## src/rtl/core/co2_sensor_read_controller_top_macros.svh

```systemverilog
// Assertion macros shared by the CO2 sensor read controller modules.
`ifndef CO2_SENSOR_READ_CONTROLLER_TOP_MACROS_SVH
`define CO2_SENSOR_READ_CONTROLLER_TOP_MACROS_SVH

`define CO2RC_ASSERT_ALWAYS(lbl, cond, msg) \
  lbl: assert property (@(posedge clk) disable iff (!rst_n) (cond)) \
    else $error(msg);

`define CO2RC_ASSERT_SAME(lbl, ante, cons, msg) \
  lbl: assert property (@(posedge clk) disable iff (!rst_n) (ante) |-> (cons)) \
    else $error(msg);

`define CO2RC_ASSERT_NEXT(lbl, ante, cons, msg) \
  lbl: assert property (@(posedge clk) disable iff (!rst_n) (ante) |=> (cons)) \
    else $error(msg);

`endif

```

## src/rtl/core/co2rc_pkg.sv

```systemverilog
// Package with types, codes and constants of the CO2 sensor read controller.
package co2rc_pkg;

  localparam int FRAME_BYTES = 9;
  localparam int FRAME_IDX_W = 4;
  localparam logic [FRAME_IDX_W-1:0] FRAME_LAST_IDX = FRAME_IDX_W'(FRAME_BYTES - 1);

  localparam int TICK_COUNT_WIDTH_DEF = 24;
  localparam int QUEUE_DEPTH_DEF = 4;

  localparam int TIMEOUT_W = 16;
  localparam int WARM_W = 24;
  localparam int CFG_IDX_W = 3;
  localparam int CFG_DATA_W = 24;

  localparam logic [CFG_IDX_W-1:0] REG_READ_TIMEOUT = 3'd0;
  localparam logic [CFG_IDX_W-1:0] REG_WARM_UP_TICKS = 3'd1;
  localparam logic [CFG_IDX_W-1:0] REG_WARM_TEMP = 3'd2;
  localparam logic [CFG_IDX_W-1:0] REG_START_BYTE = 3'd3;
  localparam logic [CFG_IDX_W-1:0] REG_READ_OPCODE = 3'd4;
  localparam logic [CFG_IDX_W-1:0] REG_SENSOR_ADDR = 3'd5;

  localparam logic [TIMEOUT_W-1:0] RST_READ_TIMEOUT = 16'd1000;
  localparam logic [WARM_W-1:0] RST_WARM_UP_TICKS = 24'd180000;
  localparam logic [7:0] RST_WARM_TEMP = 8'd0;
  localparam logic [7:0] RST_START_BYTE = 8'd255;
  localparam logic [7:0] RST_READ_OPCODE = 8'd134;
  localparam logic [7:0] RST_SENSOR_ADDR = 8'd1;

  localparam logic [1:0] CMD_TICK = 2'd0;
  localparam logic [1:0] CMD_READ = 2'd1;
  localparam logic [1:0] CMD_RX_BYTE = 2'd2;
  localparam logic [1:0] CMD_ERR_RESET = 2'd3;

  localparam logic [1:0] KIND_TX = 2'd0;
  localparam logic [1:0] KIND_READING = 2'd1;
  localparam logic [1:0] KIND_ERROR = 2'd2;
  localparam logic [1:0] KIND_STATUS = 2'd3;

  localparam logic [2:0] ERR_NONE = 3'd0;
  localparam logic [2:0] ERR_NO_ANSWER = 3'd1;
  localparam logic [2:0] ERR_CHECK = 3'd2;
  localparam logic [2:0] ERR_MISSING = 3'd3;
  localparam logic [2:0] ERR_NOT_WARM = 3'd4;

  typedef struct packed {
    logic [1:0]  kind;
    logic [7:0]  tx_byte;
    logic        last_in_run;
    logic [15:0] co2_level;
    logic [7:0]  temperature;
    logic [2:0]  error_code;
    logic        busy_res;
  } res_t;

  typedef struct packed {
    logic       is_frame;
    logic [7:0] start_byte;
    logic [7:0] sensor_address;
    logic [7:0] read_opcode;
    logic [7:0] check_byte;
    res_t       single;
  } job_t;

endpackage

```

## src/rtl/core/co2rc_front.sv

```systemverilog
// Front end: configuration registers, protocol state and job classification.
module co2rc_front #(
  parameter int TICK_COUNT_WIDTH = co2rc_pkg::TICK_COUNT_WIDTH_DEF
) (
  input  logic                            clk,
  input  logic                            rst_n,
  input  logic                            cfg_valid,
  input  logic [co2rc_pkg::CFG_IDX_W-1:0]  cfg_index,
  input  logic [co2rc_pkg::CFG_DATA_W-1:0] cfg_data,
  input  logic                            accept,
  input  logic [1:0]                      command,
  input  logic [7:0]                      rx_byte,
  output logic                            push,
  output co2rc_pkg::job_t                 push_job
);

  `include "co2_sensor_read_controller_top_macros.svh"

  localparam int CmpW = (TICK_COUNT_WIDTH > co2rc_pkg::WARM_W) ?
                        TICK_COUNT_WIDTH : co2rc_pkg::WARM_W;

  typedef enum logic [4:0] {
    PH_INIT   = 5'b00001,
    PH_IDLE   = 5'b00010,
    PH_GATHER = 5'b00100,
    PH_READY  = 5'b01000,
    PH_ERROR  = 5'b10000
  } phase_t;

  logic [co2rc_pkg::TIMEOUT_W-1:0] timeout_cfg_r;
  logic [co2rc_pkg::WARM_W-1:0]    warm_ticks_cfg_r;
  logic [7:0]                      warm_temp_cfg_r;
  logic [7:0]                      start_cfg_r;
  logic [7:0]                      opcode_cfg_r;
  logic [7:0]                      addr_cfg_r;

  phase_t                            phase_r, phase_nxt;
  logic                              pending_r, pending_nxt;
  logic                              warm_needed_r, warm_needed_nxt;
  logic [TICK_COUNT_WIDTH-1:0]       warm_cnt_r, warm_cnt_nxt;
  logic [co2rc_pkg::TIMEOUT_W-1:0]   tmo_cnt_r, tmo_cnt_nxt;
  logic [co2rc_pkg::FRAME_IDX_W-1:0] byte_idx_r, byte_idx_nxt;
  logic [7:0]                        sum_r, sum_nxt;
  logic [7:0]                        reply_r [3];

  logic                              reply_we;
  logic [1:0]                        reply_wr_idx;
  logic [co2rc_pkg::TIMEOUT_W-1:0]   tmo_inc;
  logic [CmpW-1:0]                   warm_cnt_ext;
  logic [CmpW-1:0]                   warm_ticks_ext;
  logic                              warm_clear;
  logic [7:0]                        hdr_sum;

  assign warm_cnt_ext   = CmpW'(warm_cnt_r);
  assign warm_ticks_ext = CmpW'(warm_ticks_cfg_r);
  assign warm_clear     = (reply_r[2] > warm_temp_cfg_r) || (warm_cnt_ext > warm_ticks_ext);
  assign tmo_inc        = (tmo_cnt_r != '1) ? tmo_cnt_r + 1'b1 : tmo_cnt_r;
  assign hdr_sum        = start_cfg_r + addr_cfg_r + opcode_cfg_r;
  assign reply_wr_idx   = 2'(byte_idx_r - co2rc_pkg::FRAME_IDX_W'(2));

  always_comb begin
    phase_nxt       = phase_r;
    pending_nxt     = pending_r;
    warm_needed_nxt = warm_needed_r;
    warm_cnt_nxt    = warm_cnt_r;
    tmo_cnt_nxt     = tmo_cnt_r;
    byte_idx_nxt    = byte_idx_r;
    sum_nxt         = sum_r;
    reply_we        = 1'b0;
    push            = 1'b0;
    push_job        = '0;
    if (accept) begin
      unique case (command)
        co2rc_pkg::CMD_TICK: begin
          if (warm_cnt_r != '1) begin
            warm_cnt_nxt = warm_cnt_r + 1'b1;
          end
          unique case (phase_r)
            PH_IDLE: begin
              if (pending_r) begin
                pending_nxt             = 1'b0;
                push                    = 1'b1;
                push_job.is_frame       = 1'b1;
                push_job.start_byte     = start_cfg_r;
                push_job.sensor_address = addr_cfg_r;
                push_job.read_opcode    = opcode_cfg_r;
                push_job.check_byte     = ~hdr_sum;
                tmo_cnt_nxt             = '0;
                byte_idx_nxt            = '0;
                sum_nxt                 = '0;
                phase_nxt               = PH_GATHER;
              end
            end
            PH_GATHER: begin
              tmo_cnt_nxt = tmo_inc;
              if (tmo_inc >= timeout_cfg_r) begin
                push                      = 1'b1;
                push_job.single.kind      = co2rc_pkg::KIND_ERROR;
                push_job.single.error_code = (byte_idx_r == '0) ?
                                             co2rc_pkg::ERR_NO_ANSWER : co2rc_pkg::ERR_MISSING;
                phase_nxt                 = PH_ERROR;
              end
            end
            default: begin
              phase_nxt = PH_IDLE;
            end
          endcase
        end
        co2rc_pkg::CMD_READ: begin
          pending_nxt             = 1'b1;
          push                    = 1'b1;
          push_job.single.kind    = co2rc_pkg::KIND_STATUS;
          push_job.single.busy_res = !((phase_r == PH_IDLE) || (phase_r == PH_READY));
        end
        co2rc_pkg::CMD_RX_BYTE: begin
          if (phase_r == PH_GATHER) begin
            if (byte_idx_r < co2rc_pkg::FRAME_LAST_IDX) begin
              sum_nxt      = sum_r + rx_byte;
              reply_we     = (byte_idx_r >= co2rc_pkg::FRAME_IDX_W'(2)) &&
                             (byte_idx_r <= co2rc_pkg::FRAME_IDX_W'(4));
              byte_idx_nxt = byte_idx_r + 1'b1;
            end else begin
              byte_idx_nxt = '0;
              push         = 1'b1;
              if (~sum_r != rx_byte) begin
                push_job.single.kind       = co2rc_pkg::KIND_ERROR;
                push_job.single.error_code = co2rc_pkg::ERR_CHECK;
                phase_nxt                  = PH_ERROR;
              end else begin
                warm_needed_nxt = warm_needed_r && !warm_clear;
                if (warm_needed_nxt) begin
                  push_job.single.kind       = co2rc_pkg::KIND_ERROR;
                  push_job.single.error_code = co2rc_pkg::ERR_NOT_WARM;
                  phase_nxt                  = PH_ERROR;
                end else begin
                  push_job.single.kind        = co2rc_pkg::KIND_READING;
                  push_job.single.co2_level   = {reply_r[0], reply_r[1]};
                  push_job.single.temperature = reply_r[2];
                  phase_nxt                   = PH_READY;
                end
              end
            end
          end
        end
        co2rc_pkg::CMD_ERR_RESET: begin
          phase_nxt = PH_INIT;
        end
      endcase
    end
  end

  always_ff @(posedge clk) begin
    if (!rst_n) begin
      timeout_cfg_r    <= co2rc_pkg::RST_READ_TIMEOUT;
      warm_ticks_cfg_r <= co2rc_pkg::RST_WARM_UP_TICKS;
      warm_temp_cfg_r  <= co2rc_pkg::RST_WARM_TEMP;
      start_cfg_r      <= co2rc_pkg::RST_START_BYTE;
      opcode_cfg_r     <= co2rc_pkg::RST_READ_OPCODE;
      addr_cfg_r       <= co2rc_pkg::RST_SENSOR_ADDR;
    end else if (cfg_valid) begin
      unique case (cfg_index)
        co2rc_pkg::REG_READ_TIMEOUT:  timeout_cfg_r    <= cfg_data[co2rc_pkg::TIMEOUT_W-1:0];
        co2rc_pkg::REG_WARM_UP_TICKS: warm_ticks_cfg_r <= cfg_data[co2rc_pkg::WARM_W-1:0];
        co2rc_pkg::REG_WARM_TEMP:     warm_temp_cfg_r  <= cfg_data[7:0];
        co2rc_pkg::REG_START_BYTE:    start_cfg_r      <= cfg_data[7:0];
        co2rc_pkg::REG_READ_OPCODE:   opcode_cfg_r     <= cfg_data[7:0];
        co2rc_pkg::REG_SENSOR_ADDR:   addr_cfg_r       <= cfg_data[7:0];
        default: begin
        end
      endcase
    end
  end

  always_ff @(posedge clk) begin
    if (!rst_n) begin
      phase_r       <= PH_INIT;
      pending_r     <= 1'b0;
      warm_needed_r <= 1'b1;
      warm_cnt_r    <= '0;
      tmo_cnt_r     <= '0;
      byte_idx_r    <= '0;
      sum_r         <= '0;
    end else begin
      phase_r       <= phase_nxt;
      pending_r     <= pending_nxt;
      warm_needed_r <= warm_needed_nxt;
      warm_cnt_r    <= warm_cnt_nxt;
      tmo_cnt_r     <= tmo_cnt_nxt;
      byte_idx_r    <= byte_idx_nxt;
      sum_r         <= sum_nxt;
    end
  end

  always_ff @(posedge clk) begin
    if (reply_we) begin
      reply_r[reply_wr_idx] <= rx_byte;
    end
  end

  `CO2RC_ASSERT_ALWAYS(a_byte_idx_bound, byte_idx_r <= co2rc_pkg::FRAME_LAST_IDX, "reply byte index out of frame")
  `CO2RC_ASSERT_NEXT(a_warm_sticky, !warm_needed_r, !warm_needed_r, "warm-up flag set again after clearing")

endmodule

```

## src/rtl/core/co2rc_queue.sv

```systemverilog
// Short job queue between the front end and the result sequencer.
module co2rc_queue #(
  parameter int QUEUE_DEPTH = co2rc_pkg::QUEUE_DEPTH_DEF
) (
  input  logic            clk,
  input  logic            rst_n,
  input  logic            push,
  input  co2rc_pkg::job_t push_job,
  output logic            full,
  input  logic            pop,
  output co2rc_pkg::job_t head,
  output logic            empty
);

  `include "co2_sensor_read_controller_top_macros.svh"

  localparam int PtrW = $clog2(QUEUE_DEPTH);
  localparam int CntW = $clog2(QUEUE_DEPTH + 1);
  localparam logic [PtrW-1:0] PtrLast = PtrW'(QUEUE_DEPTH - 1);
  localparam logic [CntW-1:0] CntFull = CntW'(QUEUE_DEPTH);

  co2rc_pkg::job_t slot_r [QUEUE_DEPTH];
  logic [PtrW-1:0] wr_ptr_r, wr_ptr_nxt;
  logic [PtrW-1:0] rd_ptr_r, rd_ptr_nxt;
  logic [CntW-1:0] count_r, count_nxt;
  logic            do_push;
  logic            do_pop;

  assign full    = (count_r == CntFull);
  assign empty   = (count_r == '0);
  assign head    = slot_r[rd_ptr_r];
  assign do_push = push && !full;
  assign do_pop  = pop && !empty;

  always_comb begin
    wr_ptr_nxt = wr_ptr_r;
    rd_ptr_nxt = rd_ptr_r;
    count_nxt  = count_r;
    if (do_push) begin
      wr_ptr_nxt = (wr_ptr_r == PtrLast) ? '0 : wr_ptr_r + 1'b1;
    end
    if (do_pop) begin
      rd_ptr_nxt = (rd_ptr_r == PtrLast) ? '0 : rd_ptr_r + 1'b1;
    end
    if (do_push && !do_pop) begin
      count_nxt = count_r + 1'b1;
    end else if (do_pop && !do_push) begin
      count_nxt = count_r - 1'b1;
    end
  end

  always_ff @(posedge clk) begin
    if (!rst_n) begin
      wr_ptr_r <= '0;
      rd_ptr_r <= '0;
      count_r  <= '0;
    end else begin
      wr_ptr_r <= wr_ptr_nxt;
      rd_ptr_r <= rd_ptr_nxt;
      count_r  <= count_nxt;
    end
  end

  always_ff @(posedge clk) begin
    if (do_push) begin
      slot_r[wr_ptr_r] <= push_job;
    end
  end

  `CO2RC_ASSERT_SAME(a_no_lost_push, push, !full, "job pushed into a full queue")

endmodule

```

## src/rtl/core/co2rc_back.sv

```systemverilog
// Back end: expands queued jobs into result items through an output register.
module co2rc_back (
  input  logic            clk,
  input  logic            rst_n,
  input  co2rc_pkg::job_t head,
  input  logic            empty,
  output logic            pop,
  output logic            out_valid,
  input  logic            out_ready,
  output co2rc_pkg::res_t out_res
);

  `include "co2_sensor_read_controller_top_macros.svh"

  logic [co2rc_pkg::FRAME_IDX_W-1:0] idx_r, idx_nxt;
  logic                              valid_r, valid_nxt;
  co2rc_pkg::res_t                   res_r;
  co2rc_pkg::res_t                   res_nxt;
  logic                              load;

  assign load      = !valid_r || out_ready;
  assign out_valid = valid_r;
  assign out_res   = res_r;

  always_comb begin
    res_nxt = '0;
    if (head.is_frame) begin
      res_nxt.kind        = co2rc_pkg::KIND_TX;
      res_nxt.last_in_run = (idx_r == co2rc_pkg::FRAME_LAST_IDX);
      priority if (idx_r == co2rc_pkg::FRAME_IDX_W'(0)) begin
        res_nxt.tx_byte = head.start_byte;
      end else if (idx_r == co2rc_pkg::FRAME_IDX_W'(1)) begin
        res_nxt.tx_byte = head.sensor_address;
      end else if (idx_r == co2rc_pkg::FRAME_IDX_W'(2)) begin
        res_nxt.tx_byte = head.read_opcode;
      end else if (idx_r == co2rc_pkg::FRAME_LAST_IDX) begin
        res_nxt.tx_byte = head.check_byte;
      end else begin
        res_nxt.tx_byte = '0;
      end
    end else begin
      res_nxt             = head.single;
      res_nxt.last_in_run = 1'b1;
    end
  end

  always_comb begin
    idx_nxt   = idx_r;
    valid_nxt = valid_r;
    pop       = 1'b0;
    if (load) begin
      valid_nxt = !empty;
      if (!empty) begin
        if (res_nxt.last_in_run) begin
          pop     = 1'b1;
          idx_nxt = '0;
        end else begin
          idx_nxt = idx_r + 1'b1;
        end
      end
    end
  end

  always_ff @(posedge clk) begin
    if (!rst_n) begin
      idx_r   <= '0;
      valid_r <= 1'b0;
    end else begin
      idx_r   <= idx_nxt;
      valid_r <= valid_nxt;
    end
  end

  always_ff @(posedge clk) begin
    if (load && !empty) begin
      res_r <= res_nxt;
    end
  end

  `CO2RC_ASSERT_SAME(a_idx_in_frame, idx_r != '0, !empty && head.is_frame, "frame position set without a frame job")

endmodule

```

## src/rtl/core/co2_sensor_read_controller_top.sv

```systemverilog
// Top level of the CO2 sensor read controller.
//
//   Channel   Direction  Handshake            Carries
//   in_       input      in_valid/in_ready    command, received byte
//   out_      output     out_valid/out_ready  transmit bytes, reports, status
//   cfg_      input      cfg_valid/cfg_ready  register index and write data
//
// The front end takes one input request per cycle while the job queue has room.
// A tick that sends the frame yields nine transmit results, one per cycle while out_ready is high; others at most one.
// An accepted request's job is registered in the job queue, and its first result then in the output register.
// Results leave through a registered output stage, so output stalls fill the queue and, once it is full, stall input.
// Reset is synchronous; there is no clearing pass.
// Configuration writes are taken in any cycle.
module co2_sensor_read_controller_top #(
  parameter int TICK_COUNT_WIDTH = co2rc_pkg::TICK_COUNT_WIDTH_DEF,
  parameter int QUEUE_DEPTH      = co2rc_pkg::QUEUE_DEPTH_DEF
) (
  input  logic                             clk,
  input  logic                             rst_n,
  input  logic                             in_valid,
  output logic                             in_ready,
  input  logic [1:0]                       in_command,
  input  logic [7:0]                       in_rx_byte,
  output logic                             out_valid,
  input  logic                             out_ready,
  output logic [1:0]                       out_kind,
  output logic [7:0]                       out_tx_byte,
  output logic                             out_last_in_run,
  output logic [15:0]                      out_co2_level,
  output logic [7:0]                       out_temperature,
  output logic [2:0]                       out_error_code,
  output logic                             out_busy_res,
  input  logic                             cfg_valid,
  output logic                             cfg_ready,
  input  logic [co2rc_pkg::CFG_IDX_W-1:0]  cfg_index,
  input  logic [co2rc_pkg::CFG_DATA_W-1:0] cfg_data
);

  logic            q_full;
  logic            q_empty;
  logic            q_pop;
  logic            push;
  co2rc_pkg::job_t push_job;
  co2rc_pkg::job_t head;
  co2rc_pkg::res_t res;

  assign in_ready  = !q_full;
  assign cfg_ready = 1'b1;

  co2rc_front #(
    .TICK_COUNT_WIDTH(TICK_COUNT_WIDTH)
  ) u_front (
    .clk      (clk),
    .rst_n    (rst_n),
    .cfg_valid(cfg_valid),
    .cfg_index(cfg_index),
    .cfg_data (cfg_data),
    .accept   (in_valid && in_ready),
    .command  (in_command),
    .rx_byte  (in_rx_byte),
    .push     (push),
    .push_job (push_job)
  );

  co2rc_queue #(
    .QUEUE_DEPTH(QUEUE_DEPTH)
  ) u_queue (
    .clk     (clk),
    .rst_n   (rst_n),
    .push    (push),
    .push_job(push_job),
    .full    (q_full),
    .pop     (q_pop),
    .head    (head),
    .empty   (q_empty)
  );

  co2rc_back u_back (
    .clk      (clk),
    .rst_n    (rst_n),
    .head     (head),
    .empty    (q_empty),
    .pop      (q_pop),
    .out_valid(out_valid),
    .out_ready(out_ready),
    .out_res  (res)
  );

  assign out_kind        = res.kind;
  assign out_tx_byte     = res.tx_byte;
  assign out_last_in_run = res.last_in_run;
  assign out_co2_level   = res.co2_level;
  assign out_temperature = res.temperature;
  assign out_error_code  = res.error_code;
  assign out_busy_res    = res.busy_res;

endmodule

```

## config.mk

```make
export PLATFORM = sky130hd
export DESIGN_NAME = co2_sensor_read_controller_top
export DESIGN_NICKNAME = d
export VERILOG_FILES = /design/src/rtl/core/co2rc_pkg.sv /design/src/rtl/core/co2rc_front.sv /design/src/rtl/core/co2rc_queue.sv /design/src/rtl/core/co2rc_back.sv /design/src/rtl/core/co2_sensor_read_controller_top.sv
export VERILOG_INCLUDE_DIRS = /design/src /design/src/rtl/core
export SDC_FILE = /design/constraint.sdc
export NUM_CORES = 1
export LEC_CHECK = 0
export BUFFER_PORTS_ARGS = -buffer_cell sky130_fd_sc_hd__clkbuf_2
export CAP_MARGIN = 15
export CORE_MARGIN = 1
export CORE_UTILIZATION = 60
export CTS_BUF_LIST = sky130_fd_sc_hd__clkbuf_8 sky130_fd_sc_hd__clkbuf_16
export CTS_CLUSTER_DIAMETER = 100
export DETAILED_ROUTE_END_ITERATION = 12
export PLACE_DENSITY = 0.76
export SLEW_MARGIN = 15
export SYNTH_ARGS = -nofsm -noshare
export SYNTH_HDL_FRONTEND = slang
export SYNTH_SLANG_ARGS = --single-unit
```

## constraint.sdc

```tcl
create_clock -name clk -period 11.4 [get_ports clk]
set_input_delay 1.14 -clock clk [delete_from_list [all_inputs] [get_ports clk]]
set_output_delay 1.14 -clock clk [all_outputs]
set_load 0.01 [all_outputs]
```

==> parameters.txt <==
Parameter                              Value

Yosys
  Most area-hungry cell type in the Yosys netlist    edfxtp_1
  Number of warning messages in the yosys log    0
  Library cell with the highest instance count after synthesis    edfxtp_1
  Post-synth cell types    70
  Most common flop cell mapped by yosys    edfxtp_1
  Post-synthesis sequential element count    460
  Area share of the leading cell type in the synthesized netlist    46.40%
  Top cells by count, synth    315 x edfxtp_1, 190 x nand2_1, 145 x dfxtp_1
  Syn_nets    1711
  Count of flip-flops with a built-in enable after synthesis    315
  Gate count of the mapped netlist    1583
  Async set-reset flop share out of synthesis    0%
  Synthesized cell area    0.02039 mm²
  Cell types occupying the most area after synthesis    edfxtp_1 46%, dfxtp_1 14%, mux4_2 7.0%, ha_1 4.7%, nand2_1 3.5%
  Avg Synthesized Cell Area    12.88 µm²
  Proportion of synthesized chip area in sequential cells    60.64%

Worst setup path
  Slowest CP cell    a2111oi_0
  Maximum net fanout on the critical path    8
  Largest stage delay on the critical path    0.77 ns
  Critical path required time    11.88 ns
  Crit path kind    reg -> reg
  Data arrival time of the critical path    5.48 ns
  Buffers plus inverters on the worst setup path    1
  Cell depth of the worst setup path    17
  Number of cells on the worst reg-to-reg path    17
  Cell family contributing the most delay on the critical path    compound AO/OA/AOI/OAI gates
  Crit end category    flip-flop
  Cells along the critical path    nand4_1 > nor3_1 > a21oi_1 > nand3_1 > xnor2_1 > ha_1 > a21oi_1 > o21ai_0 > a2111oi_0 > o21a_1 > o31ai_4 > ha_1 > inv_1 > fa_1 > xor2_1 > or3_1 > a21boi_0
  Critical Path Source Type    flip-flop

Outcome
  Result of the run    complete, no violations

Floorplanning
  Placement Rows    67
  Chip width    186.3 µm
  Starting Density    60.95%
  Overall die height    186.3 µm
  IO Count    84
  Overall die area    0.03472 mm²
  Core box area    0.03345 mm²

Clock tree
  Count of buffers added by post-CTS timing repair for setup    0
  CTS HTree Levels    2
  Hold buffers post-CTS    0
  Inserted Clock Buffers    46
  Post-CTS clock slew at the launch and capture registers of the worst setup and hold paths    0.06 ns
  Clock latency on the worst-skew pair    0.56 ns
  Clock root buffer    clkbuf_16
  Post-cts repair resize count    0
  Clock buffer depth    3
  TritonCTS clock tree    built
  Clock Sinks    460

STA
  Fraction of the cycle the final worst path needs    43.85%
  Transition time of the tightest slew-check pin    1.017 ns
  Final Slew Violations    0
  Final Hold Fails    0
  Tightest slew margin relative to the limit    31.95%
  Final number of setup-violating endpoints    0
  Total negative slack    0 ns
  Fin Clk Skew    0.01653 ns
  Setup repair after global routing missed its margin    false
  Fmax    0.2000 GHz
  Final Hold Slack    0.4651 ns
  Final critical delay including setup and external delays    4.999 ns

Global routing
  Grt ovf    0
  Overall global routing resource usage    24.41%
  Number of global-route vias before repair    12490
  Antenna violations before repair    0
  Maximum number of pins on one net before global-route repair    105
  First-pass GRT wire length    66790 µm

Place
  Final Wtd Congestion    0.8540
  Count of port buffers added during placement    82
  Cell area after placement    0.02119 mm²
  Detailed Place HPWL    26600 µm

Drt
  Initial DRC Count    922
  Overall via count from detail_route    12610
  DRC violations left    0
  Routed Wire Length    41720 µm
  Number of nets with antenna violations after routing    0
  Vias per cell    5.885
  WL/cell    19.48 µm
  Number of detailed-routing iterations run before antenna repair    5

Power and ir drop
  Switching power    1039 µW
  Combinational cell fraction of total power    16.3%
  Internal Dissipation    3004 µW
  Power share of the clock group    34.7%
  Power density normalized to cell area    178.9 mW/mm²
  Leak    0.008086 µW
  IR drop worst, VDD    136.3 µV
  Fraction of power consumed by sequential logic    49.0%
  Switching part of the total    25.70%
  Post-layout total power    4044 µW

Finish
  Share of cells above drive strength 1    14.17%
  Post-route cell area    0.02261 mm²
  Synthesis-to-layout area growth    10.89%
  Antenna fix cells    0
  Layout net count    1784

Hold path
  Count of cells along the worst hold path    2
  Class of the most critical hold timing path    reg -> reg

Job
  Number of max-cap violations    0
==> kinds of logic (layout without fill, tap and decap cells) <==
logic type	Yosys count	count (layout)	share of synthesized area, %
other	1	1	0.01840
XOR/XNOR	47	47	2.019
AND/OR/NAND/NOR	533	533	13.32
flip-flops	460	460	60.64
multiplexers	75	75	7.568
adder cells (fa/ha/maj)	86	86	5.647
AO/OA/AOI/OAI	236	236	7.985
buffers and inverters	145	256	2.799
==> placed cells by master (no fill, tap or decap), drive strengths merged, types with 9 or more instances in the layout <==
cell type	instances
nor2b	51
xor2	23
nand2	190
and3	12
ha	76
inv	99
mux4	63
a21o	11
and2	78
nor3	25
nand3	48
clkbuf	128
a21boi	61
clkinv	16
mux2i	9
buf	11
nand4	18
o21a	9
o31ai	10
nor4	13
a211oi	12
o211ai	18
xnor2	24
a22oi	11
o21ai	33
fa	10
dfxtp	145
a21oi	40
nor2	53
edfxtp	315
==> metrics by stage <==
stage          worst slack (ns)  util [%]  std cells
6_report                  6.401     67.58       2142
5_1_grt                   6.080     67.58       2142
4_1_cts                   6.590     67.56       2142
3_5_place_dp              6.648     63.34       2056
3_3_place_gp              6.816     63.34       2056
2_1_floorplan             6.362         -       1583
==> tightest hold or removal path, stage by stage, from the launching register on <==
cell	delay, ns
dfxtp_1	0.31
nand2_1	0.05
a21boi_0	0.06
==> routing by layer <==
metal | track usage (%) | vias up | part of all wire, %
met5 | 0 | - | 0
met4 | 6.008 | 0 | 1.7
met3 | 3.611 | 58 | 5.2
met2 | 41.32 | 353 | 49
met1 | 33.35 | 6204 | 44
li1 | - | 5990 | -
==> registers in the layout, indices dropped and copies added (netlist names), named ones only <==
register / cells
u_front.warm_cnt_ext: 24
u_front.opcode_cfg_r: 8
u_front.start_cfg_r: 8
u_front.pending_r: 1
u_back.idx_r: 4
u_front.warm_temp_cfg_r: 8
u_front.warm_ticks_cfg_r: 24
u_back.out_valid: 1
u_front.phase_r: 5
u_queue.count_r: 3
u_front.warm_needed_r: 1
u_queue.wr_ptr_r: 2
u_queue.rd_ptr_r: 2
u_front.tmo_cnt_r: 16
u_front.addr_cfg_r: 8
u_front.sum_r: 8
u_back.out_res: 39
u_queue.slot_r: 252
u_front.timeout_cfg_r: 16
u_front.reply_r: 24
u_front.byte_idx_r: 4
==> worst paths after layout <==
path,slack [ns],from,end
setup reg to reg,6.40,u_front.tmo_cnt_r[3],u_queue.count_r[2]
hold / removal,0.47,u_front.warm_temp_cfg_r[5],u_front.warm_temp_cfg_r[5]
setup / recovery,6.40,u_front.tmo_cnt_r[3],u_queue.count_r[2]
hold reg to reg,0.47,u_front.warm_temp_cfg_r[5],u_front.warm_temp_cfg_r[5]
==> power by group through the flow <==
stage                     Combinational, µW  Clock [µW]  Sequential (µW)
after global routing                    718        1490             2000
after global placement                  651           0             2010
after floorplan                         439           0             2040
after detailed placement                666           0             2020
final                                   661        1400             1980
after CTS                               673        1430             1980
==> cell type report <==
type / instances / area, µm²
fill: 2391 / 10840
clock buffer: 47 / 1165
sequential: 460 / 12370
multi-input combinational: 978 / 7486
clock inverter: 39 / 246.5
timing repair buffer: 92 / 488.0
inverter: 78 / 292.8
tap: 448 / 560.5
Power figures use the tool's default switching activity.
